==> src/rtl/gsk_pkg.sv <==
// ----------------------------------------------------------------------------
// Gamepad stick-to-keys mapper package
// Button layout, stick thresholds, register indexes and beat types.
// ----------------------------------------------------------------------------
`timescale 1ns / 1ps
`default_nettype none

package gsk_pkg;

    // Number of configurable key masks.
    localparam int unsigned NUM_MAPS = 8;

    // Register indexes on the configuration port.
    localparam logic [2:0] CFG_MAP_SELECT   = 3'd0;
    localparam logic [2:0] CFG_MAP_START    = 3'd1;
    localparam logic [2:0] CFG_MAP_LTRIG    = 3'd2;
    localparam logic [2:0] CFG_MAP_RTRIG    = 3'd3;
    localparam logic [2:0] CFG_MAP_TRIANGLE = 3'd4;
    localparam logic [2:0] CFG_MAP_CIRCLE   = 3'd5;
    localparam logic [2:0] CFG_MAP_CROSS    = 3'd6;
    localparam logic [2:0] CFG_MAP_SQUARE   = 3'd7;

    // Input action codes.
    localparam logic ACT_INIT  = 1'b0;
    localparam logic ACT_FRAME = 1'b1;

    // Bit positions in the button word.
    localparam int unsigned BTN_UP    = 4;
    localparam int unsigned BTN_RIGHT = 5;
    localparam int unsigned BTN_DOWN  = 6;
    localparam int unsigned BTN_LEFT  = 7;

    // Button bit that enables each key mask, mask 0 in the lowest entry.
    localparam logic [NUM_MAPS-1:0][4:0] MAP_BUTTON_BIT = {
        5'd15, 5'd14, 5'd13, 5'd12, 5'd9, 5'd8, 5'd3, 5'd0
    };

    // Directions kept in the key word.
    localparam logic [31:0] DIR_MASK = 32'h0000_00F0;

    // Stick dead zone and full-scale magnitude.
    localparam logic [7:0] STICK_LOW  = 8'd64;
    localparam logic [7:0] STICK_HIGH = 8'd192;
    localparam logic [8:0] MAG_FULL   = 9'd256;

    // One accepted input beat.
    typedef struct packed {
        logic        action;
        logic [31:0] buttons;
        logic [7:0]  stick_x;
        logic [7:0]  stick_y;
    } item_t;

    // One result beat.
    typedef struct packed {
        logic [31:0] keys;
        logic [31:0] previous_keys;
        logic [8:0]  magnitude_x;
        logic [8:0]  magnitude_y;
        logic        analog_enabled;
    } result_t;

endpackage

`default_nettype wire

==> src/rtl/gamepad_stick_to_keys_mapper_unit.sv <==
// ----------------------------------------------------------------------------
// Gamepad stick-to-keys mapper
// Turns controller samples into mapped key words and stick magnitudes.
// ----------------------------------------------------------------------------
//  Channel   Dir  Payload
//  s_axis    in   tuser: action; tdata: buttons, stick_x, stick_y
//  m_axis    out  tdata: keys, previous_keys, magnitude_x, magnitude_y, analog
//  cfg       in   cfg_wr_en, cfg_index, cfg_data (eight 32-bit key masks)
//
//  One beat per cycle sustained while the output is not stalled; a taken beat is
//  held in the input register, then in the result register, from which it leaves.
//  The state (analog enable, current and previous keys) updates as a beat moves
//  from the input register to the result register, so beats chain in order.
//  A stalled result holds; the input register still takes one more beat.
//  Reset clears valids, state and key masks.
// ----------------------------------------------------------------------------
`timescale 1ns / 1ps
`default_nettype none

module gamepad_stick_to_keys_mapper_unit (
    input  wire logic        clk,
    input  wire logic        rst_n,
    // Input stream.
    input  wire logic        s_axis_tvalid,
    output logic             s_axis_tready,
    input  wire logic [47:0] s_axis_tdata,   // buttons[31:0], stick_x[39:32], stick_y[47:40]
    input  wire logic        s_axis_tuser,   // action
    // Output stream.
    output logic             m_axis_tvalid,
    input  wire logic        m_axis_tready,
    output logic [87:0]      m_axis_tdata,   // keys[31:0], previous_keys[63:32],
                                             // magnitude_x[72:64], magnitude_y[81:73],
                                             // analog_enabled[82], zero[87:83]
    // Configuration writes.
    input  wire logic        cfg_wr_en,
    input  wire logic [2:0]  cfg_index,
    input  wire logic [31:0] cfg_data
);

    logic                 in_valid_reg;
    gsk_pkg::item_t       in_item_reg;
    logic                 out_valid_reg;
    gsk_pkg::result_t     out_reg;
    logic                 analog_on_reg;
    logic                 analog_on_next;
    logic [31:0]          current_keys_reg;
    logic [31:0]          current_keys_next;
    logic [31:0]          last_keys_reg;
    logic [31:0]          key_map_reg [gsk_pkg::NUM_MAPS];
    gsk_pkg::result_t     out_next;
    logic                 advance;

    // Handshake: the input register moves on when the result register is free.
    assign advance       = in_valid_reg && (!out_valid_reg || m_axis_tready);
    assign s_axis_tready = !in_valid_reg || advance;
    assign m_axis_tvalid = out_valid_reg;
    assign m_axis_tdata  = {5'd0, out_reg.analog_enabled, out_reg.magnitude_y,
                            out_reg.magnitude_x, out_reg.previous_keys, out_reg.keys};

    // Key mask registers.
    always_ff @(posedge clk or negedge rst_n)
    begin
        if (!rst_n)
        begin
            for (int i = 0; i < gsk_pkg::NUM_MAPS; i++)
            begin
                key_map_reg[i] <= '0;
            end
        end
        else if (cfg_wr_en)
        begin
            case (cfg_index)
                gsk_pkg::CFG_MAP_SELECT:   key_map_reg[0] <= cfg_data;
                gsk_pkg::CFG_MAP_START:    key_map_reg[1] <= cfg_data;
                gsk_pkg::CFG_MAP_LTRIG:    key_map_reg[2] <= cfg_data;
                gsk_pkg::CFG_MAP_RTRIG:    key_map_reg[3] <= cfg_data;
                gsk_pkg::CFG_MAP_TRIANGLE: key_map_reg[4] <= cfg_data;
                gsk_pkg::CFG_MAP_CIRCLE:   key_map_reg[5] <= cfg_data;
                gsk_pkg::CFG_MAP_CROSS:    key_map_reg[6] <= cfg_data;
                gsk_pkg::CFG_MAP_SQUARE:   key_map_reg[7] <= cfg_data;
                default:                   key_map_reg[0] <= key_map_reg[0];
            endcase
        end
    end

    // Mapping logic for the beat in the input register.
    always_comb
    begin
        logic [31:0] raw;
        logic [31:0] keys;
        logic [8:0]  mag_x;
        logic [8:0]  mag_y;
        logic [7:0]  diff_x;
        logic [7:0]  diff_y;
        logic        init_ok;

        raw     = in_item_reg.buttons;
        mag_x   = '0;
        mag_y   = '0;
        diff_x  = '0;
        diff_y  = '0;
        init_ok = (in_item_reg.stick_x >= gsk_pkg::STICK_LOW)
               && (in_item_reg.stick_x <= gsk_pkg::STICK_HIGH)
               && (in_item_reg.stick_y >= gsk_pkg::STICK_LOW)
               && (in_item_reg.stick_y <= gsk_pkg::STICK_HIGH);

        // Stick deflection beyond the dead zone, when enabled.
        if (analog_on_reg)
        begin
            if (in_item_reg.stick_x < gsk_pkg::STICK_LOW)
            begin
                raw[gsk_pkg::BTN_LEFT] = 1'b1;
                diff_x = gsk_pkg::STICK_LOW - in_item_reg.stick_x;
                mag_x  = {diff_x[6:0], 2'b00};
            end
            else if (in_item_reg.stick_x > gsk_pkg::STICK_HIGH)
            begin
                raw[gsk_pkg::BTN_RIGHT] = 1'b1;
                diff_x = in_item_reg.stick_x - gsk_pkg::STICK_HIGH;
                mag_x  = {diff_x[6:0], 2'b00};
            end
            if (in_item_reg.stick_y < gsk_pkg::STICK_LOW)
            begin
                raw[gsk_pkg::BTN_UP] = 1'b1;
                diff_y = gsk_pkg::STICK_LOW - in_item_reg.stick_y;
                mag_y  = {diff_y[6:0], 2'b00};
            end
            else if (in_item_reg.stick_y > gsk_pkg::STICK_HIGH)
            begin
                raw[gsk_pkg::BTN_DOWN] = 1'b1;
                diff_y = in_item_reg.stick_y - gsk_pkg::STICK_HIGH;
                mag_y  = {diff_y[6:0], 2'b00};
            end
        end

        // Directions pass through; mapped buttons OR in their masks.
        keys = raw & gsk_pkg::DIR_MASK;
        for (int i = 0; i < gsk_pkg::NUM_MAPS; i++)
        begin
            if (raw[gsk_pkg::MAP_BUTTON_BIT[i]])
            begin
                keys = keys | key_map_reg[i];
            end
        end

        // Digital directions give full scale when no stick magnitude is set.
        if ((mag_x == '0) && (mag_y == '0))
        begin
            if (raw[gsk_pkg::BTN_UP] || raw[gsk_pkg::BTN_DOWN])
            begin
                mag_y = gsk_pkg::MAG_FULL;
            end
            if (raw[gsk_pkg::BTN_RIGHT] || raw[gsk_pkg::BTN_LEFT])
            begin
                mag_x = gsk_pkg::MAG_FULL;
            end
        end

        if (in_item_reg.action == gsk_pkg::ACT_INIT)
        begin
            analog_on_next             = init_ok;
            current_keys_next          = current_keys_reg;
            out_next.keys              = current_keys_reg;
            out_next.previous_keys     = last_keys_reg;
            out_next.magnitude_x       = '0;
            out_next.magnitude_y       = '0;
            out_next.analog_enabled    = init_ok;
        end
        else
        begin
            analog_on_next             = analog_on_reg;
            current_keys_next          = keys;
            out_next.keys              = keys;
            out_next.previous_keys     = current_keys_reg;
            out_next.magnitude_x       = mag_x;
            out_next.magnitude_y       = mag_y;
            out_next.analog_enabled    = analog_on_reg;
        end
    end

    // Valid flags and state.
    always_ff @(posedge clk or negedge rst_n)
    begin
        if (!rst_n)
        begin
            in_valid_reg     <= 1'b0;
            out_valid_reg    <= 1'b0;
            analog_on_reg    <= 1'b0;
            current_keys_reg <= '0;
            last_keys_reg    <= '0;
        end
        else
        begin
            if (s_axis_tready)
            begin
                in_valid_reg <= s_axis_tvalid;
            end
            if (advance)
            begin
                out_valid_reg    <= 1'b1;
                analog_on_reg    <= analog_on_next;
                current_keys_reg <= current_keys_next;
                if (in_item_reg.action == gsk_pkg::ACT_FRAME)
                begin
                    last_keys_reg <= current_keys_reg;
                end
            end
            else if (m_axis_tready)
            begin
                out_valid_reg <= 1'b0;
            end
        end
    end

    // Payload registers.
    always_ff @(posedge clk)
    begin
        if (s_axis_tready && s_axis_tvalid)
        begin
            in_item_reg.action  <= s_axis_tuser;
            in_item_reg.buttons <= s_axis_tdata[31:0];
            in_item_reg.stick_x <= s_axis_tdata[39:32];
            in_item_reg.stick_y <= s_axis_tdata[47:40];
        end
        if (advance)
        begin
            out_reg <= out_next;
        end
    end

endmodule

`default_nettype wire

==> config.mk <==
export PLATFORM = sky130hd
export DESIGN_NAME = gamepad_stick_to_keys_mapper_unit
export DESIGN_NICKNAME = d
export VERILOG_FILES = /design/src/rtl/gsk_pkg.sv /design/src/rtl/gamepad_stick_to_keys_mapper_unit.sv
export SDC_FILE = /design/constraint.sdc
export NUM_CORES = 1
export LEC_CHECK = 0
export ABC_AREA = 1
export BUFFER_PORTS_ARGS = -buffer_cell sky130_fd_sc_hd__buf_2
export CAP_MARGIN = 40
export CORE_AREA = 2 2 207 168
export DETAILED_ROUTE_END_ITERATION = 12
export DIE_AREA = 0 0 209 170
export GPL_ROUTABILITY_DRIVEN = 1
export PLACE_DENSITY = 0.77
export SYNTH_ARGS = -nofsm -noshare
export SYNTH_HDL_FRONTEND = slang
export SYNTH_SLANG_ARGS = --single-unit
==> constraint.sdc <==
create_clock -name clk -period 2.6 [get_ports clk]
set_input_delay 0.13 -clock clk [delete_from_list [all_inputs] [get_ports clk]]
set_output_delay 0.13 -clock clk [all_outputs]
set_load 0.05 [all_outputs]
==> run_results.csv, run 1 <==
group,metric,value,unit
status,status,"finished, final reports clean",
hold_path,hold_depth,3,
clocking,numClockSinks,431,
drt,drt_first_pass_iters,5,
synth,ys_seq_elements,431,
synth,synth.area.top_cells,"dfrtp_1 (46%), edfxtp_1 (18%), nand2_1 (12%)",
drt,drc,0,
clocking,clkTransAtPathRegs,0.06,ns
floorplan,boundaryPins,179,
sta,setup_viol,0,
synth,synth_area_leader_cell,"dfrtp_1",
floorplan,dieArea,35530,um2
hold_path,hold_end,"key_map_reg[15]",
drt,drt_wl_total,43310,um
floorplan,row_count,60,
hold_path,min-delay-start,"cfg_data[15]",
synth,syn_inst,1807,
power_and_ir_drop,p_leak,9.647,nW
power_and_ir_drop,p_clk_share,31.4,%
worst_setup_path,r2r_start,"in_item_reg[25]",
layout,largest_reg_flops,256,
clocking,clock_latency,0.54,ns
sta,post-route-period-util,82.13,%
floorplan,die_width,209,um
clocking,cts_max_level,2,
worst_setup_path,reg2reg_depth,6,
power_and_ir_drop,internal_power,0.01343,W
synth,synth_edf_count,108,
sta,fin_setup_tns,0,ns
grt,track_usage,24.88,%
synth,synthTopCellsByCount,"nand2_1 (563), o21ai_0 (383), dfrtp_1 (323), inv_1 (115), edfxtp_1 (108)",
worst_setup_path,startpoint_type,"flop",
power_and_ir_drop,fin_total_pwr,0.01952,W
power_and_ir_drop,p_per_area,934.4,nW/um2
grt,grt_overflow,0,
sta,fmax,468.3,MHz
synth,synth_top_cell_area_share,45.97,%
power_and_ir_drop,p_comb_share,21.1,%
sta,relSlewSlack,43.65,%
run,drv_cap,0,
place,dp_hpwl,25810,um
synth,yosysSeqAreaShare,64.42,%
sta,rsz0062_at_grt,"no",
floorplan,core_area,33410,um2
grt,grt_pass1_vias,13147,
power_and_ir_drop,power.share.switching,31.19,%
floorplan,die_h,170,um
drt,detail_route.vias_per_cell,5.524,
clocking,cts_tree,"done",
drt,num_vias,13622,
power_and_ir_drop,pwr-share-seq,47.5,%
synth,synth.most_common_cell,"nand2_1",
worst_setup_path,path_class,"flop to flop",
sta,hold_viol,0,
floorplan,start_util,52.63,%
drt,wire_per_inst,17.56,um
synth,synth_cell_type_count,32,
worst_setup_path,end_kind,"flop",
drt,ant_nets,0,
grt,grt_max_degree,75,
clocking,cts_setup_buffers,0,
power_and_ir_drop,p_sw,0.006087,W
sta,fin_skew,0.01685,ns
clocking,cts_buffers,42,
synth,netlist_area,17580,um2
layout,nets,2089,
sta,finalCriticalPeriod,2.135,ns
power_and_ir_drop,peakVddDrop,0.6238,mV
hold_path,hold_path.class,"input pin to flop",
layout,drive_above_1_share,13.50,%
synth,yosys_warnings,0,
clocking,cts_root_buffer,"clkbuf_16",
synth,synth_ff_type,"dfrtp_1",
worst_setup_path,reg2reg_slack,0.46,ns
layout,area_delta_synth_final,18.81,%
sta,tightest_slew,0.8453,ns
synth,async_reset_ff_share,74.94,%
place,io_buffers,149,
synth,syn_area_per_cell,9.730,um2
worst_setup_path,cp.required,2.85,ns
layout,finalCoreUtilization,62.53,%
drt,drtIter0Drc,1161,
worst_setup_path,r2r-end,"m_axis_tdata[23]",
worst_setup_path,arrival,2.39,ns
grt,antenna_found_initial,2,
worst_setup_path,worstPathMaxFanout,17,
clocking,clockBufferDepth,3,
place,gp_congestion,0.8290,
grt,grt_pass1_wl,70030,um
sta,slew_viol_final,0,
-- metrics by stage --
step                hold WS, ns  cells  setup WS (ns)  cell area, um2
CTS                   0.0002279   2464         0.5024           20880
finish                  0.01527   2466         0.4646           20890
global route            0.02889   2465         0.3005           20890
detailed placement       0.1021   2325         0.5040           18860
floorplan               -0.1656   1815         0.1089           17620
global placement        0.09490   2324         0.5238           18840
-- area by class of cell --
class / count / area [um2]
Timing Repair Buffer: 249 / 1777
Tap cell: 434 / 543.0
Multi-Input combinational cell: 1156 / 5403
Clock inverter: 20 / 235.2
Clock buffer: 56 / 1154
Antenna cell: 2 / 5.005
Inverter: 118 / 446.7
Fill cell: 2642 / 12520
Sequential cell: 431 / 11330
-- logic make-up (layout without fill, tap and decap cells) --
family / count (synthesis) / count (layout) / synth area share [%]
buf+inv: 228 / 443 / 5.181
other cells: 1 / 11 / 0.02133
simple gates: 660 / 660 / 14.89
flops: 431 / 431 / 64.42
xor+xnor: 1 / 1 / 0.04982
compound gates: 484 / 484 / 15.30
fa+ha+maj: 2 / 2 / 0.1423
-- timing repair --
item	in CTS	in global routing
hold endpoints to repair	321	0
gates resized for setup	0	0
hold buffers	63	0
-- power groups by stage --
stage	logic, W	clock network, W	registers, W
2_1_floorplan	0.00199	0	0.0101
3_3_place_gp	0.00384	0	0.00930
3_5_place_dp	0.00399	0	0.00937
4_1_cts	0.00411	0.00621	0.00926
5_1_grt	0.00460	0.00649	0.00943
6_report	0.00412	0.00614	0.00927
-- worst max path at each step --
stage | startpoint | to | slack, ns
after floorplan | m_axis_tvalid | m_axis_tdata[0] | 0.11
after global placement | in_item_reg[25] | m_axis_tdata[6] | 0.52
after detailed placement | in_item_reg[25] | m_axis_tdata[14] | 0.50
after CTS | in_item_reg[25] | m_axis_tdata[14] | 0.50
after global routing | in_item_reg[25] | m_axis_tdata[23] | 0.30
final | in_item_reg[25] | m_axis_tdata[23] | 0.46
-- placed cells by master, fill, tap and decap left out, types with 2 or more instances in the layout --
cell / instances
clkbuf_1: 9
clkinv_2: 8
a22o_1: 17
dfrtp_1: 323
clkbuf_16: 42
buf_2: 148
nand3_2: 4
inv_2: 3
edfxtp_1: 108
nand3b_1: 2
bufinv_16: 5
a21oi_1: 21
dlygate4sd3_1: 63
diode_2: 2
conb_1: 9
nor2_1: 39
nand4_1: 14
clkbuf_8: 5
nor2_2: 2
nand3_1: 27
o21ai_1: 8
inv_1: 114
o2111ai_1: 5
buf_4: 28
o21ai_0: 383
a221oi_1: 47
clkinvlp_4: 2
nand2_2: 10
clkinv_1: 4
nand2_1: 557
nor2_4: 3
ha_1: 2
buf_12: 9
-- layer usage --
layer | global-route usage, % | vias to the layer above | wire length, um | part of all wire, %
li1 | - | 6417 | - | -
met1 | 36.60 | 6534 | 19610 | 45
met2 | 37.68 | 583 | 18840 | 44
met3 | 5.425 | 88 | 3895 | 9.0
met4 | 6.770 | 0 | 966 | 2.2
met5 | 0 | - | 0 | 0
-- worst max-delay path: stages (launching register included) --
cell	delay, ns
edfxtp_1	0.74
nand2_1	0.16
nand3_1	0.09
a221oi_1	0.25
o2111ai_1	0.36
nand2_1	0.14
o21ai_0	0.11
(Power assumes the default switching activity.)
==> inputs of run 2 (changes only) <==
--- a/config.mk
+++ b/config.mk
@@ -5,12 +5,12 @@
 export SDC_FILE = /design/constraint.sdc
 export NUM_CORES = 1
 export LEC_CHECK = 0
-export ABC_AREA = 1
+export ABC_AREA = 0
 export BUFFER_PORTS_ARGS = -buffer_cell sky130_fd_sc_hd__buf_2
 export CAP_MARGIN = 40
-export CORE_AREA = 2 2 207 168
+export CORE_AREA = 2 2 209 170
 export DETAILED_ROUTE_END_ITERATION = 12
-export DIE_AREA = 0 0 209 170
+export DIE_AREA = 0 0 211 172
 export GPL_ROUTABILITY_DRIVEN = 1
 export PLACE_DENSITY = 0.77
 export SYNTH_ARGS = -nofsm -noshare
==> constraint.sdc (replaced) <==
create_clock -name clk -period 1.8 [get_ports clk]
set_input_delay 0.09 -clock clk [delete_from_list [all_inputs] [get_ports clk]]
set_output_delay 0.09 -clock clk [all_outputs]
set_load 0.05 [all_outputs]
==> run_results.csv, run 2 <==
group,metric,value,unit
status,status,"finished with violations",
status,violations,"setup timing",
worst_setup_path,critical_path.max_stage_delay,0.40,ns
grt,use_met1,35.50,%
floorplan,dieArea,36290,um2
clocking,cts_root_buffer,"clkbuf_16",
drt,num_vias,11538,
grt,grt_pass1_wl,67930,um
drt,detail_route.vias_per_cell,5.845,
place,placed_area,19690,um2
power_and_ir_drop,p_leak,9.236,nW
synth,ys_seq_elements,431,
layout,nets,1593,
power_and_ir_drop,peakVddDrop,0.7484,mV
power_and_ir_drop,p_per_area,1263,nW/um2
floorplan,core_area,34270,um2
synth,netlist_area,17880,um2
layout,layout_common_cells,"dfrtp_1 (322), mux2_2 (319), buf_2 (148)",
layout,largest_reg_flops,256,
worst_setup_path,startpoint,"in_item_reg[2]",
place,place_ws,-0.1653,ns
worst_setup_path,worstSetupEndpoint,"m_axis_tdata[81]",
synth,synth_top_cell_area_share,45.20,%
floorplan,boundaryPins,179,
worst_setup_path,end_kind,"flop",
worst_setup_path,path_cells,"buf_6 -> nor3_4 -> buf_4 -> a21oi_2 -> nand3b_1 -> nor4_4 -> nand2_1 -> o21ai_1",
grt,grt_max_degree,86,
sta,setup_viol,3,
drt,drt_first_pass_iters,5,
grt,grt_pass1_vias,11954,
clocking,numClockSinks,431,
sta,hold_viol,0,
grt,grt_overflow,0,
floorplan,row_count,61,
worst_setup_path,path_class,"flop to flop",
synth,synth.most_common_cell,"dfrtp_1",
synth,yosysSeqAreaShare,63.33,%
place,io_buffers,149,
synth,synth_area_leader_cell,"dfrtp_1",
clocking,clkTransAtPathRegs,0.06,ns
sta,post-route-period-util,107.2,%
run,drv_cap,0,
worst_setup_path,reg2reg_slack,-0.13,ns
sta,finalCriticalPeriod,1.930,ns
synth,synth_edf_count,108,
clocking,clockBufferDepth,3,
worst_setup_path,startpoint_type,"flop",
drt,drt_wl_total,43650,um
grt,track_usage,24.26,%
synth,synthTopCellsByCount,"dfrtp_1 (323), mux2_2 (319), a22oi_1 (114), edfxtp_1 (108), clkbuf_1 (52)",
place,gp_congestion,0.8650,
layout,layout_commonest_cell,"dfrtp_1",
synth,synth.area.top_cells,"dfrtp_1 (45%), mux2_2 (20%), edfxtp_1 (18%)",
sta,fin_ws,-0.1300,ns
layout,area_delta_synth_final,22.58,%
grt,grt.busiest_layer,"met2",
hold_path,hold_path.class,"input pin to async pin",
layout,fill_cells,2447,
sta,fmax,518.1,MHz
layout,finalInstanceArea,21920,um2
drt,wire_per_inst,22.11,um
grt,grt_use_met2,37.53,%
floorplan,die_width,211,um
worst_setup_path,r2r_start,"in_item_reg[2]",
place,dp_hpwl,26480,um
synth,synth_ff_type,"dfrtp_1",
sta,rsz0062_at_grt,"yes",
layout,drive_above_1_share,41.84,%
worst_setup_path,cp.required,2.19,ns
floorplan,die_h,172,um
clocking,cts_max_level,2,
worst_setup_path,worstPathMaxFanout,2,
floorplan,start_util,52.19,%
worst_setup_path,reg2reg_depth,8,
synth,syn_inst,1245,
grt,antenna_found_initial,1,
sta,slew_viol_final,0,
grt,grt_util_met3,4.958,%
worst_setup_path,r2r-end,"m_axis_tdata[81]",
clocking,cts_buffers,43,
clocking,cts_tree,"done",
synth,syn_area_per_cell,14.36,um2
worst_setup_path,arrival,2.32,ns
sta,fin_skew,0.01835,ns
synth,synth_cell_type_count,53,
drt,drtIter0Drc,892,
synth,yosys_warnings,0,
synth,async_reset_ff_share,74.94,%
drt,ant_nets,0,
clocking,clock_latency,0.54,ns
worst_setup_path,crit_slowest_cell,"edfxtp_1",
drt,drc,0,
run 2: cell type report:
type | instances | area (um2) | area share, %
Multi-Input combinational cell | 729 | 6349 | 28.96
Antenna cell | 1 | 2.502 | 0.01142
Clock buffer | 58 | 1205 | 5.497
Clock inverter | 17 | 130.1 | 0.5936
Inverter | 6 | 48.80 | 0.2226
Tap cell | 441 | 551.8 | 2.517
Sequential cell | 431 | 11330 | 51.67
Timing Repair Buffer | 291 | 2307 | 10.53
run 2: metrics by stage:
| step | instances | TNS (ns) | util [%] | hold WS [ns] | power (W) |
|---|---|---|---|---|---|
| after global routing | 1973 | -0.6677 | 63.96 | 0.08504 | 0.02891 |
| after detailed placement | 1824 | -0.3282 | 57.45 | 0.03608 | 0.01901 |
| final | 1974 | -0.2239 | 63.97 | 0.06286 | 0.02769 |
| after floorplan | 1253 | -0.1481 | - | -0.2056 | 0.01722 |
| after CTS | 1968 | -0.1893 | 63.42 | 0.07113 | 0.02769 |
| after global placement | 1824 | -0.1254 | 57.45 | 0.02965 | 0.01867 |
run 2: logic make-up after synthesis:
family / after synthesis / share of synthesized area [%]
AO/OA/AOI/OAI: 221 / 8.438
adder cells (fa/ha/maj): 2 / 0.1399
AND/OR/NAND/NOR: 171 / 5.303
multiplexers: 320 / 20.15
flip-flops: 431 / 63.33
XOR/XNOR: 6 / 0.2938
other: 1 / 0.02097
buffers and inverters: 93 / 2.323
run 2: repair_timing:
action	in CTS	in global routing
pin swaps	8	13
resized for setup	7	31
hold buffers	65	0
endpoints found under the hold margin	610	0
buffers inserted	4	5
setup endpoints to repair	7	36
run 2: worst min-delay path by stage:
stage | from | to | slack (ns) | cells past startpoint
6_report | rst_n | key_map_reg[151] | 0.06 | 2
5_1_grt | rst_n | key_map_reg[247] | 0.09 | 2
4_1_cts | rst_n | key_map_reg[25] | 0.07 | 2
3_5_place_dp | rst_n | key_map_reg[151] | 0.04 | 1
3_3_place_gp | rst_n | key_map_reg[252] | 0.03 | 1
2_1_floorplan | rst_n | analog_on_reg | -0.21 | 0
run 2: metal layers:
metal / share of wire, % / vias up
met4: 1.4 / 0
met5: 0 / -
met2: 47 / 363
met1: 46 / 5947
met3: 6.4 / 55
li1: - / 5173
run 2: power breakdown:
part | internal [W] | switching, W | total, W | leakage, nW
clock | 0.00496 | 0.00360 | 0.00856 | 0.657
sequential | 0.0123 | 0.00116 | 0.0135 | 4.90
combinational | 0.00256 | 0.00307 | 0.00563 | 3.68
total | 0.0199 | 0.00783 | 0.0277 | 9.24
run 2: critical path, delay by kind of cell (launching register included):
| family | cells | cell delay [ns] |
|---|---|---|
| flip-flops | 1 | 0.40 |
| AND/OR/NAND/NOR | 4 | 0.89 |
| AO/OA/AOI/OAI | 2 | 0.19 |
| buffers and inverters | 2 | 0.31 |
